--- src/rtl/core/skft_pkg.sv ---
// ----------------------------------------------------------------------------
// skft_pkg: shared types and constants of the source keyed forwarding table
// Action and status codes, back end command codes, the result word layout and
// width helpers used by every module of the block.
// ----------------------------------------------------------------------------
package skft_pkg;

  localparam int RULE_ENTRIES_DEF  = 16;
  localparam int DSTS_PER_RULE_DEF = 4;
  localparam int KEY_W             = 32;
  localparam int DST_W             = 32;
  localparam int CMD_FIFO_DEPTH    = 2;
  localparam int RES_FIFO_DEPTH    = 4;

  typedef enum logic [1:0] {
    ACT_INSERT = 2'd0,
    ACT_REMOVE = 2'd1,
    ACT_LOOKUP = 2'd2
  } action_t;

  typedef enum logic [2:0] {
    ST_OK   = 3'd0,
    ST_DIR  = 3'd1,
    ST_DUP  = 3'd2,
    ST_FULL = 3'd3,
    ST_NONE = 3'd4
  } status_t;

  typedef enum logic [2:0] {
    CMD_STATUS = 3'd0,
    CMD_NEW    = 3'd1,
    CMD_INS    = 3'd2,
    CMD_REM    = 3'd3,
    CMD_LOOK   = 3'd4
  } cmd_op_t;

  typedef struct packed {
    status_t            status;
    logic               dir;
    logic [DST_W-1:0]   dst;
    logic               last;
  } res_t;

  function automatic int idx_bits(input int n);
    return (n > 1) ? $clog2(n) : 1;
  endfunction

  function automatic int cnt_bits(input int n);
    return $clog2(n + 1);
  endfunction

  // op + status + rule index + count + direction + value
  function automatic int cmd_bits(input int rules, input int dsts);
    return 3 + 3 + idx_bits(rules) + cnt_bits(dsts) + 1 + DST_W;
  endfunction

  // valid + rule index + new count
  function automatic int upd_bits(input int rules, input int dsts);
    return 1 + idx_bits(rules) + cnt_bits(dsts);
  endfunction

endpackage

--- src/rtl/core/skft_ram.sv ---
// ----------------------------------------------------------------------------
// skft_ram: generic single write, single read RAM
// One write port and one read port per cycle; read data is registered and
// holds its value while no read is issued.
// ----------------------------------------------------------------------------
module skft_ram #(
  parameter int WIDTH = 32,
  parameter int DEPTH = 64
) (
  input  logic                                     clk,
  input  logic                                     we,
  input  logic [skft_pkg::idx_bits(DEPTH)-1:0]     waddr,
  input  logic [WIDTH-1:0]                         wdata,
  input  logic                                     re,
  input  logic [skft_pkg::idx_bits(DEPTH)-1:0]     raddr,
  output logic [WIDTH-1:0]                         rdata
);

  logic [WIDTH-1:0] mem_r [DEPTH];
  logic [WIDTH-1:0] rdata_r;

  always_ff @(posedge clk) begin
    if (we) begin
      mem_r[waddr] <= wdata;
    end
    if (re) begin
      rdata_r <= mem_r[raddr];
    end
  end

  assign rdata = rdata_r;

endmodule

--- src/rtl/core/skft_fifo.sv ---
// ----------------------------------------------------------------------------
// skft_fifo: small flop based first-in first-out queue
// Used between the front and back end and in front of the result port.
// ----------------------------------------------------------------------------
module skft_fifo #(
  parameter int WIDTH = 8,
  parameter int DEPTH = 2
) (
  input  logic             clk,
  input  logic             rst_n,
  input  logic             push,
  input  logic [WIDTH-1:0] wdata,
  output logic             full,
  input  logic             pop,
  output logic [WIDTH-1:0] rdata,
  output logic             empty
);

  localparam int PW = skft_pkg::idx_bits(DEPTH);
  localparam int CW = skft_pkg::cnt_bits(DEPTH);

  logic [WIDTH-1:0] mem_r [DEPTH];
  logic [PW-1:0]    wptr_r;
  logic [PW-1:0]    rptr_r;
  logic [CW-1:0]    cnt_r;
  logic             do_push;
  logic             do_pop;

  assign full    = (cnt_r == CW'(DEPTH));
  assign empty   = (cnt_r == '0);
  assign do_push = push && !full;
  assign do_pop  = pop && !empty;
  assign rdata   = mem_r[rptr_r];

  always_ff @(posedge clk) begin
    if (!rst_n) begin
      wptr_r <= '0;
      rptr_r <= '0;
      cnt_r  <= '0;
    end else begin
      if (do_push) begin
        wptr_r <= (wptr_r == PW'(DEPTH - 1)) ? '0 : wptr_r + 1'b1;
      end
      if (do_pop) begin
        rptr_r <= (rptr_r == PW'(DEPTH - 1)) ? '0 : rptr_r + 1'b1;
      end
      if (do_push && !do_pop) begin
        cnt_r <= cnt_r + 1'b1;
      end else if (do_pop && !do_push) begin
        cnt_r <= cnt_r - 1'b1;
      end
    end
  end

  always_ff @(posedge clk) begin
    if (do_push) begin
      mem_r[wptr_r] <= wdata;
    end
  end

endmodule

--- src/rtl/core/skft_front.sv ---
// ----------------------------------------------------------------------------
// skft_front: request capture, rule match and classification
// Holds the rule table (key, direction, destination count), matches the source
// address against all rules, and turns each request into one back end command.
// ----------------------------------------------------------------------------
module skft_front #(
  parameter int RULE_ENTRIES  = skft_pkg::RULE_ENTRIES_DEF,
  parameter int DSTS_PER_RULE = skft_pkg::DSTS_PER_RULE_DEF
) (
  input  logic                                                       clk,
  input  logic                                                       rst_n,
  input  logic                                                       in_push,
  input  logic [1:0]                                                 in_action,
  input  logic [skft_pkg::KEY_W-1:0]                                 in_src_ip,
  input  logic                                                       in_direction,
  input  logic [skft_pkg::DST_W-1:0]                                 in_dst_value,
  output logic                                                       in_full,
  output logic                                                       cmd_push,
  output logic [skft_pkg::cmd_bits(RULE_ENTRIES, DSTS_PER_RULE)-1:0] cmd_data,
  input  logic                                                       cmdq_empty,
  input  logic                                                       back_busy,
  input  logic [skft_pkg::upd_bits(RULE_ENTRIES, DSTS_PER_RULE)-1:0] upd_data
);

  localparam int RIDX_W = skft_pkg::idx_bits(RULE_ENTRIES);
  localparam int CNT_W  = skft_pkg::cnt_bits(DSTS_PER_RULE);

  typedef struct packed {
    logic [1:0]                 action;
    logic [skft_pkg::KEY_W-1:0] src;
    logic                       dir;
    logic [skft_pkg::DST_W-1:0] val;
  } item_t;

  typedef struct packed {
    skft_pkg::cmd_op_t          op;
    skft_pkg::status_t          status;
    logic [RIDX_W-1:0]          ridx;
    logic [CNT_W-1:0]           cnt;
    logic                       dir;
    logic [skft_pkg::DST_W-1:0] val;
  } cmd_t;

  typedef struct packed {
    logic              v;
    logic [RIDX_W-1:0] ridx;
    logic [CNT_W-1:0]  cnt;
  } upd_t;

  typedef enum logic [1:0] {
    F_IDLE,
    F_WAIT,
    F_CLASS
  } fstate_t;

  fstate_t                    state_r;
  fstate_t                    state_nxt;
  item_t                      item_r;
  logic [RULE_ENTRIES-1:0]    match_r;
  logic [RULE_ENTRIES-1:0]    free_r;
  logic [skft_pkg::KEY_W-1:0] key_r   [RULE_ENTRIES];
  logic                       dir_r   [RULE_ENTRIES];
  logic [CNT_W-1:0]           count_r [RULE_ENTRIES];

  logic [RULE_ENTRIES-1:0]    used;
  logic [RULE_ENTRIES-1:0]    match_nxt;
  logic [RULE_ENTRIES-1:0]    free_nxt;
  logic                       quiet;
  logic                       found;
  logic                       have_free;
  logic [RIDX_W-1:0]          hit_idx;
  logic [RIDX_W-1:0]          free_idx;
  logic [CNT_W-1:0]           hit_cnt;
  logic                       hit_dir;
  logic                       new_rule;
  cmd_t                       cmd;
  upd_t                       upd;

  // At most one bit is set, so OR-ing the indexes of set bits encodes it.
  function automatic logic [RIDX_W-1:0] enc(input logic [RULE_ENTRIES-1:0] v);
    logic [RIDX_W-1:0] idx;
    idx = '0;
    for (int i = 0; i < RULE_ENTRIES; i++) begin
      if (v[i]) begin
        idx = idx | RIDX_W'(i);
      end
    end
    return idx;
  endfunction

  assign upd   = upd_t'(upd_data);
  assign quiet = cmdq_empty && !back_busy;

  always_comb begin
    for (int i = 0; i < RULE_ENTRIES; i++) begin
      used[i]      = (count_r[i] != '0);
      match_nxt[i] = used[i] && (key_r[i] == item_r.src);
    end
    // Lowest clear bit of the used vector.
    free_nxt = ~used & (used + RULE_ENTRIES'(1));
  end

  assign found     = |match_r;
  assign have_free = |free_r;
  assign hit_idx   = enc(match_r);
  assign free_idx  = enc(free_r);
  assign hit_cnt   = count_r[hit_idx];
  assign hit_dir   = dir_r[hit_idx];

  always_comb begin
    cmd        = '0;
    cmd.op     = skft_pkg::CMD_STATUS;
    cmd.status = skft_pkg::ST_NONE;
    cmd.ridx   = hit_idx;
    cmd.cnt    = hit_cnt;
    cmd.dir    = item_r.dir;
    cmd.val    = item_r.val;
    new_rule   = 1'b0;
    case (skft_pkg::action_t'(item_r.action))
      skft_pkg::ACT_INSERT: begin
        if (found) begin
          if (hit_dir != item_r.dir) begin
            cmd.status = skft_pkg::ST_DIR;
          end else begin
            cmd.op = skft_pkg::CMD_INS;
          end
        end else if (have_free) begin
          cmd.op   = skft_pkg::CMD_NEW;
          cmd.ridx = free_idx;
          new_rule = (state_r == F_CLASS);
        end else begin
          cmd.status = skft_pkg::ST_FULL;
        end
      end
      skft_pkg::ACT_REMOVE: begin
        if (found) begin
          if (hit_dir != item_r.dir) begin
            cmd.status = skft_pkg::ST_DIR;
          end else begin
            cmd.op = skft_pkg::CMD_REM;
          end
        end
      end
      skft_pkg::ACT_LOOKUP: begin
        if (found) begin
          cmd.op  = skft_pkg::CMD_LOOK;
          cmd.dir = hit_dir;
        end
      end
      default: begin
        cmd.status = skft_pkg::ST_NONE;
      end
    endcase
  end

  assign cmd_push = (state_r == F_CLASS);
  assign cmd_data = cmd;
  assign in_full  = (state_r != F_IDLE) || !rst_n;

  always_comb begin
    state_nxt = state_r;
    case (state_r)
      F_IDLE: begin
        if (in_push) begin
          state_nxt = F_WAIT;
        end
      end
      // The table is read only once the back end has finished every update.
      F_WAIT: begin
        if (quiet) begin
          state_nxt = F_CLASS;
        end
      end
      F_CLASS: begin
        state_nxt = F_IDLE;
      end
      default: begin
        state_nxt = F_IDLE;
      end
    endcase
  end

  always_ff @(posedge clk) begin
    if (!rst_n) begin
      state_r <= F_IDLE;
      for (int i = 0; i < RULE_ENTRIES; i++) begin
        count_r[i] <= '0;
      end
    end else begin
      state_r <= state_nxt;
      if (upd.v) begin
        count_r[upd.ridx] <= upd.cnt;
      end
      if (new_rule) begin
        count_r[free_idx] <= CNT_W'(1);
      end
    end
  end

  always_ff @(posedge clk) begin
    if (state_r == F_IDLE && in_push) begin
      item_r.action <= in_action;
      item_r.src    <= in_src_ip;
      item_r.dir    <= in_direction;
      item_r.val    <= in_dst_value;
    end
    if (state_r == F_WAIT) begin
      match_r <= match_nxt;
      free_r  <= free_nxt;
    end
    if (new_rule) begin
      key_r[free_idx] <= item_r.src;
      dir_r[free_idx] <= item_r.dir;
    end
  end

endmodule

--- src/rtl/core/skft_back.sv ---
// ----------------------------------------------------------------------------
// skft_back: destination list engine
// Owns the destination memory. Scans a rule's list for duplicates or the entry
// to remove, appends, closes gaps on removal, streams lookups and writes the
// result words.
// ----------------------------------------------------------------------------
module skft_back #(
  parameter int RULE_ENTRIES  = skft_pkg::RULE_ENTRIES_DEF,
  parameter int DSTS_PER_RULE = skft_pkg::DSTS_PER_RULE_DEF
) (
  input  logic                                                       clk,
  input  logic                                                       rst_n,
  input  logic [skft_pkg::cmd_bits(RULE_ENTRIES, DSTS_PER_RULE)-1:0] cmd_data,
  input  logic                                                       cmdq_empty,
  output logic                                                       cmd_pop,
  output logic                                                       busy,
  output logic [skft_pkg::upd_bits(RULE_ENTRIES, DSTS_PER_RULE)-1:0] upd_data,
  output logic                                                       res_push,
  output skft_pkg::res_t                                             res_data,
  input  logic                                                       res_full
);

  localparam int RIDX_W = skft_pkg::idx_bits(RULE_ENTRIES);
  localparam int CNT_W  = skft_pkg::cnt_bits(DSTS_PER_RULE);
  localparam int SLOT_W = skft_pkg::idx_bits(DSTS_PER_RULE);
  localparam int DEPTH  = RULE_ENTRIES * DSTS_PER_RULE;
  localparam int ADDR_W = skft_pkg::idx_bits(DEPTH);

  typedef struct packed {
    skft_pkg::cmd_op_t          op;
    skft_pkg::status_t          status;
    logic [RIDX_W-1:0]          ridx;
    logic [CNT_W-1:0]           cnt;
    logic                       dir;
    logic [skft_pkg::DST_W-1:0] val;
  } cmd_t;

  typedef struct packed {
    logic              v;
    logic [RIDX_W-1:0] ridx;
    logic [CNT_W-1:0]  cnt;
  } upd_t;

  typedef enum logic [2:0] {
    B_IDLE,
    B_SCAN,
    B_SHIFT,
    B_LOOK,
    B_EMIT
  } bstate_t;

  bstate_t                    state_r;
  bstate_t                    state_nxt;
  cmd_t                       cmd_r;
  cmd_t                       cmd_in;
  logic [CNT_W-1:0]           idx_r;
  logic [CNT_W-1:0]           idx_nxt;
  logic [SLOT_W-1:0]          pos_r;
  logic [SLOT_W-1:0]          pos_nxt;
  logic                       have_r;
  logic                       have_nxt;
  skft_pkg::status_t          status_r;
  skft_pkg::status_t          status_nxt;

  logic                       mem_we;
  logic [ADDR_W-1:0]          mem_waddr;
  logic [skft_pkg::DST_W-1:0] mem_wdata;
  logic                       mem_re;
  logic [ADDR_W-1:0]          mem_raddr;
  logic [skft_pkg::DST_W-1:0] mem_rdata;
  logic                       hit;
  logic                       last_pos;
  logic                       push_ok;
  upd_t                       upd;

  function automatic logic [ADDR_W-1:0] addr(input logic [RIDX_W-1:0] ridx,
                                             input logic [CNT_W-1:0]  slot);
    return ADDR_W'(int'(ridx) * DSTS_PER_RULE + int'(slot));
  endfunction

  skft_ram #(
    .WIDTH (skft_pkg::DST_W),
    .DEPTH (DEPTH)
  ) u_dst_ram (
    .clk   (clk),
    .we    (mem_we),
    .waddr (mem_waddr),
    .wdata (mem_wdata),
    .re    (mem_re),
    .raddr (mem_raddr),
    .rdata (mem_rdata)
  );

  assign cmd_in   = cmd_t'(cmd_data);
  assign busy     = (state_r != B_IDLE);
  assign upd_data = upd;
  assign hit      = have_r && (mem_rdata == cmd_r.val);
  assign last_pos = (CNT_W'(pos_r) == cmd_r.cnt - 1'b1);
  assign push_ok  = have_r && !res_full;

  always_comb begin
    state_nxt       = state_r;
    idx_nxt         = idx_r;
    pos_nxt         = pos_r;
    have_nxt        = have_r;
    status_nxt      = status_r;
    cmd_pop         = 1'b0;
    mem_we          = 1'b0;
    mem_waddr       = addr(cmd_r.ridx, cmd_r.cnt);
    mem_wdata       = cmd_r.val;
    mem_re          = 1'b0;
    mem_raddr       = addr(cmd_r.ridx, idx_r);
    upd             = '0;
    res_push        = 1'b0;
    res_data        = '0;
    res_data.status = status_r;
    res_data.last   = 1'b1;
    case (state_r)
      B_IDLE: begin
        if (!cmdq_empty) begin
          cmd_pop  = 1'b1;
          idx_nxt  = '0;
          have_nxt = 1'b0;
          case (cmd_in.op)
            skft_pkg::CMD_NEW: begin
              mem_we     = 1'b1;
              mem_waddr  = addr(cmd_in.ridx, '0);
              mem_wdata  = cmd_in.val;
              status_nxt = skft_pkg::ST_OK;
              state_nxt  = B_EMIT;
            end
            skft_pkg::CMD_INS,
            skft_pkg::CMD_REM: begin
              state_nxt = B_SCAN;
            end
            skft_pkg::CMD_LOOK: begin
              state_nxt = B_LOOK;
            end
            default: begin
              status_nxt = cmd_in.status;
              state_nxt  = B_EMIT;
            end
          endcase
        end
      end
      // One read per cycle; each entry is compared the cycle after its read.
      B_SCAN: begin
        if (hit) begin
          if (cmd_r.op == skft_pkg::CMD_INS) begin
            status_nxt = skft_pkg::ST_DUP;
            state_nxt  = B_EMIT;
          end else begin
            idx_nxt   = CNT_W'(pos_r) + 1'b1;
            have_nxt  = 1'b0;
            state_nxt = B_SHIFT;
          end
        end else if (have_r && last_pos) begin
          state_nxt = B_EMIT;
          if (cmd_r.op == skft_pkg::CMD_REM) begin
            status_nxt = skft_pkg::ST_NONE;
          end else if (cmd_r.cnt == CNT_W'(DSTS_PER_RULE)) begin
            status_nxt = skft_pkg::ST_FULL;
          end else begin
            mem_we     = 1'b1;
            upd.v      = 1'b1;
            upd.ridx   = cmd_r.ridx;
            upd.cnt    = cmd_r.cnt + 1'b1;
            status_nxt = skft_pkg::ST_OK;
          end
        end else if (idx_r < cmd_r.cnt) begin
          mem_re   = 1'b1;
          pos_nxt  = SLOT_W'(idx_r);
          idx_nxt  = idx_r + 1'b1;
          have_nxt = 1'b1;
        end else begin
          have_nxt = 1'b0;
        end
      end
      // Each entry behind the removed one moves down by one slot.
      B_SHIFT: begin
        if (have_r) begin
          mem_we    = 1'b1;
          mem_waddr = addr(cmd_r.ridx, CNT_W'(pos_r) - 1'b1);
          mem_wdata = mem_rdata;
        end
        if (idx_r < cmd_r.cnt) begin
          mem_re   = 1'b1;
          pos_nxt  = SLOT_W'(idx_r);
          idx_nxt  = idx_r + 1'b1;
          have_nxt = 1'b1;
        end else begin
          have_nxt = 1'b0;
          if (!have_r) begin
            upd.v      = 1'b1;
            upd.ridx   = cmd_r.ridx;
            upd.cnt    = cmd_r.cnt - 1'b1;
            status_nxt = skft_pkg::ST_OK;
            state_nxt  = B_EMIT;
          end
        end
      end
      // A new read is issued only when no word is held or the held word leaves this cycle.
      B_LOOK: begin
        if (push_ok) begin
          res_push        = 1'b1;
          res_data.status = skft_pkg::ST_OK;
          res_data.dir    = cmd_r.dir;
          res_data.dst    = mem_rdata;
          res_data.last   = last_pos;
        end
        if (push_ok && last_pos) begin
          have_nxt  = 1'b0;
          state_nxt = B_IDLE;
        end else if ((idx_r < cmd_r.cnt) && (!have_r || push_ok)) begin
          mem_re   = 1'b1;
          pos_nxt  = SLOT_W'(idx_r);
          idx_nxt  = idx_r + 1'b1;
          have_nxt = 1'b1;
        end else if (push_ok) begin
          have_nxt = 1'b0;
        end
      end
      B_EMIT: begin
        if (!res_full) begin
          res_push  = 1'b1;
          state_nxt = B_IDLE;
        end
      end
      default: begin
        state_nxt = B_IDLE;
      end
    endcase
  end

  always_ff @(posedge clk) begin
    if (!rst_n) begin
      state_r  <= B_IDLE;
      have_r   <= 1'b0;
      idx_r    <= '0;
      pos_r    <= '0;
      status_r <= skft_pkg::ST_OK;
    end else begin
      state_r  <= state_nxt;
      have_r   <= have_nxt;
      idx_r    <= idx_nxt;
      pos_r    <= pos_nxt;
      status_r <= status_nxt;
    end
  end

  always_ff @(posedge clk) begin
    if (cmd_pop) begin
      cmd_r <= cmd_in;
    end
  end

endmodule

--- src/rtl/core/source_keyed_forwarding_table.sv ---
// ----------------------------------------------------------------------------
// source_keyed_forwarding_table: exact match forwarding table keyed by source
// Requests enter through a queue style port (in_push / in_full) and result
// words leave through another (out_empty / out_pop). The oldest result word
// sits on the out_ ports while out_empty is low.
// Insert and remove give one result word; a lookup that finds its rule gives
// one word per destination in list order, out_last marks the final word.
// The front end takes one request at a time: it waits until the back end has
// finished the previous command, then matches the source against all rules
// and classifies it. The back end works through the rule's list in a memory
// with one read and one write port, one entry per cycle; a lookup moves on
// only while the result queue has room.
// Results go through a small output queue; while it is full the back end
// holds, and in_full stays high once a request is waiting behind it.
// Synchronous reset empties all rules and queues and holds in_full high; the
// destination memory needs no clearing.
// ----------------------------------------------------------------------------
module source_keyed_forwarding_table #(
  parameter int RULE_ENTRIES  = skft_pkg::RULE_ENTRIES_DEF,
  parameter int DSTS_PER_RULE = skft_pkg::DSTS_PER_RULE_DEF
) (
  input  logic                       clk,
  input  logic                       rst_n,
  input  logic                       in_push,
  output logic                       in_full,
  input  logic [1:0]                 in_action,
  input  logic [skft_pkg::KEY_W-1:0] in_src_ip,
  input  logic                       in_direction,
  input  logic [skft_pkg::DST_W-1:0] in_dst_value,
  output logic                       out_empty,
  input  logic                       out_pop,
  output logic [2:0]                 out_status,
  output logic                       out_rule_direction,
  output logic [skft_pkg::DST_W-1:0] out_dst_out,
  output logic                       out_last
);

  localparam int CMD_W = skft_pkg::cmd_bits(RULE_ENTRIES, DSTS_PER_RULE);
  localparam int UPD_W = skft_pkg::upd_bits(RULE_ENTRIES, DSTS_PER_RULE);
  localparam int RES_W = $bits(skft_pkg::res_t);

  logic             cmd_push;
  logic [CMD_W-1:0] cmd_wdata;
  logic [CMD_W-1:0] cmd_rdata;
  logic             cmdq_empty;
  logic             cmd_pop;
  logic             back_busy;
  logic [UPD_W-1:0] upd_data;
  logic             res_push;
  skft_pkg::res_t   res_wdata;
  logic [RES_W-1:0] res_rdata;
  logic             res_full;
  skft_pkg::res_t   res_head;

  skft_front #(
    .RULE_ENTRIES  (RULE_ENTRIES),
    .DSTS_PER_RULE (DSTS_PER_RULE)
  ) u_front (
    .clk          (clk),
    .rst_n        (rst_n),
    .in_push      (in_push),
    .in_action    (in_action),
    .in_src_ip    (in_src_ip),
    .in_direction (in_direction),
    .in_dst_value (in_dst_value),
    .in_full      (in_full),
    .cmd_push     (cmd_push),
    .cmd_data     (cmd_wdata),
    .cmdq_empty   (cmdq_empty),
    .back_busy    (back_busy),
    .upd_data     (upd_data)
  );

  skft_fifo #(
    .WIDTH (CMD_W),
    .DEPTH (skft_pkg::CMD_FIFO_DEPTH)
  ) u_cmd_q (
    .clk   (clk),
    .rst_n (rst_n),
    .push  (cmd_push),
    .wdata (cmd_wdata),
    .full  (),
    .pop   (cmd_pop),
    .rdata (cmd_rdata),
    .empty (cmdq_empty)
  );

  skft_back #(
    .RULE_ENTRIES  (RULE_ENTRIES),
    .DSTS_PER_RULE (DSTS_PER_RULE)
  ) u_back (
    .clk        (clk),
    .rst_n      (rst_n),
    .cmd_data   (cmd_rdata),
    .cmdq_empty (cmdq_empty),
    .cmd_pop    (cmd_pop),
    .busy       (back_busy),
    .upd_data   (upd_data),
    .res_push   (res_push),
    .res_data   (res_wdata),
    .res_full   (res_full)
  );

  skft_fifo #(
    .WIDTH (RES_W),
    .DEPTH (skft_pkg::RES_FIFO_DEPTH)
  ) u_res_q (
    .clk   (clk),
    .rst_n (rst_n),
    .push  (res_push),
    .wdata (res_wdata),
    .full  (res_full),
    .pop   (out_pop),
    .rdata (res_rdata),
    .empty (out_empty)
  );

  assign res_head           = skft_pkg::res_t'(res_rdata);
  assign out_status         = res_head.status;
  assign out_rule_direction = res_head.dir;
  assign out_dst_out        = res_head.dst;
  assign out_last           = res_head.last;

endmodule
--- config.mk ---
export PLATFORM = sky130hd
export DESIGN_NAME = source_keyed_forwarding_table
export DESIGN_NICKNAME = d
export VERILOG_FILES = /design/src/rtl/core/skft_pkg.sv /design/src/rtl/core/skft_ram.sv /design/src/rtl/core/skft_fifo.sv /design/src/rtl/core/skft_front.sv /design/src/rtl/core/skft_back.sv /design/src/rtl/core/source_keyed_forwarding_table.sv
export SDC_FILE = /design/constraint.sdc
export NUM_CORES = 2
export LEC_CHECK = 0
export ABC_AREA = 1
export ABC_CLOCK_PERIOD_IN_PS = 11650
export BUFFER_PORTS_ARGS = -buffer_cell sky130_fd_sc_hd__buf_4
export CORE_MARGIN = 2
export CORE_UTILIZATION = 47
export DETAILED_ROUTE_END_ITERATION = 16
export RECOVER_POWER = 25
export SYNTH_ARGS = -nofsm -noshare
export SYNTH_HDL_FRONTEND = slang
export SYNTH_HIERARCHICAL = 1
export SYNTH_SLANG_ARGS = --single-unit
--- constraint.sdc ---
create_clock -name clk -period 11.65 [get_ports clk]
set_input_delay 2.33 -clock clk [delete_from_list [all_inputs] [get_ports clk]]
set_output_delay 2.33 -clock clk [all_outputs]
set_load 0.05 [all_outputs]
==> metrics.yaml <==
fin_worst_skew_ps: 56.3
postCtsHoldBufs: 0
cts.htree.levels: 5
path_clk_slew_ps: 60
tightest_slew_ps: 4930
fin_cells: 14100
outcome: "finished with violations"
hold_ws_ps: 442
firstDrtPassIters: 5
hold_class: "flop to flop"
die_h_um: 523
syn_area_per_cell_um2: 12.2
cts_made_buffers: 325
antenna_found_initial: 21
grt_max_degree: 178
hpwl_um: 207000
leakagePower_nw: 47.9
synth_nets: 10400
fin_nets: 10400
syn_area_um2: 127000
fin_util_pct: 52.3
maxSlewHeadroom_pct: -228
total_power_mw: 28.4
arrival_ps: 8840
drt_iter0_drc: 10700
core_area_um2: 268000
wl_per_cell_um: 25.3
clockBufferDepth: 4
vias: 82000
grt.total_usage_pct: 25.6
cellPowerDensity_nw_per_um2: 202
root_buffer: "clkbuf_16"
grt_setup_unrepaired: "false"
remaining_drc_errors: 0
cts_tree: "yes"
place.gp.congestion: 0.939
cts.sinks: 3066
dp_cells: 13600
critPathLaunchType: "flop"
synth_warnings: 6
peakVddDrop_mv: 0.134
synth_cells: 10300
r2r_setup_slack_ps: 3350
drive_gt1_share_pct: 8.54
slew_viol_final: 1715
critPathMaxFanout: 46
place.port_buffers: 109
violations: "capacitance limit, slew limit"
cp.required_ps: 12190
grt_first_pass_wirelength_um: 514000
critical_path_class: "flop to flop"
setup_viol: 0
start_util_pct: 47.2
wl_um: 357000
viasPerCell: 5.81
max-cap-violations: 50
gr-total-overflow: 0
num_io_pins: 110
end_kind: "flop"
dieArea_um2: 273000
rows: 190
fp.dieW_um: 523
ant_nets: 0
clock.fmax_mhz: 120
grt_pass1_vias: 75700
final_hold_viol_count: 0
period_needed_ps: 8300
clkLatencyLatePin_ps: 890
tns_ps: 0
finalCritPeriodShare_pct: 71.2
postCtsSetupRepairBufs: 0
cts_resized: 0
synthToLayoutAreaGrowth_pct: 10.9
-- where the power goes --
part / total, mW / leakage [nW] / internal [mW] / switching, mW
Sequential: 13.1 / 27.4 / 13.0 / 0.152
Clock: 9.87 / 4.86 / 5.68 / 4.19
Combinational: 5.41 / 15.7 / 1.13 / 4.28
-- final cells by class --
cell class,count,area (µm²)
Fill cell,22500,128000
Clock buffer,408,8620
Clock inverter,154,1350
Multi-Input combinational cell,6361,31500
Inverter,305,1190
Antenna cell,3,7.51
Tap cell,3552,4440
Timing Repair Buffer,267,1830
Sequential cell,3066,91300
-- critical path: stages, from the launching register on --
cell,delay (ps)
dfxtp_2,310
clkbuf_1,1990
mux2_1,440
inv_1,90
nor3_1,60
nand2_1,160
nand2_4,470
o21ai_0,3420
buf_4,960
-- worst paths after layout --
check | from | to | cells past startpoint
worst max-delay path | flop | u_back/u_dst_ram/mem_r[45][28] | 8
worst max register to register | flop | u_back/u_dst_ram/mem_r[45][28] | 8
worst min-delay path | u_front/cmd_data[16] | u_cmd_q/mem_r[0][16] | 0
worst min register to register | u_front/cmd_data[16] | u_cmd_q/mem_r[0][16] | 0
-- cells in the final DEF, fill, tap and decap left out, types with 60 or more instances in the layout --
cell / n
clkbuf_16: 333
a221oi_1: 61
nor2_1: 295
xor2_1: 74
inv_1: 276
nand4_1: 60
nor2_4: 74
edfxtp_1: 2990
xnor2_1: 175
clkbuf_1: 151
clkinv_1: 71
dfxtp_1: 72
o21ai_0: 149
o22ai_1: 104
nand3_1: 2030
nand2_1: 2824
or2_2: 112
buf_4: 146
-- metrics by stage --
stage	setup WS, ps	cell area, µm²
6_report	3350	140000
5_1_grt	3110	140000
4_1_cts	5280	141000
3_5_place_dp	5320	131000
3_3_place_gp	5310	131000
2_1_floorplan	4160	127000
-- flip-flops by register name (all words and copies together) (netlist names), 3 cells and up, named ones only --
signal	flops
u_front/key_r	512
u_back/u_dst_ram/rdata	32
u_back/state_r	3
u_front/count_r	48
u_back/status_r	3
u_cmd_q/mem_r	92
u_front/item_r	35
u_back/idx_r	3
u_back/cmd_r	43
u_front/cmd_data	32
u_front/free_r	16
u_res_q/mem_r	148
u_res_q/cnt_r	3
u_front/dir_r	16
u_back/u_dst_ram/mem_r	2048
u_front/match_r	16
-- routing by layer --
metal / share of wire [%] / GRT usage [%] / vias to the layer above
met4: 3.5 / 8.68 / 6
met3: 9.7 / 4.68 / 594
li1: - / - / 36800
met5: 0.022 / 0 / -
met1: 42 / 37.5 / 40700
met2: 44 / 38.4 / 3890
No activity file was read; power rests on OpenSTA's default activity.
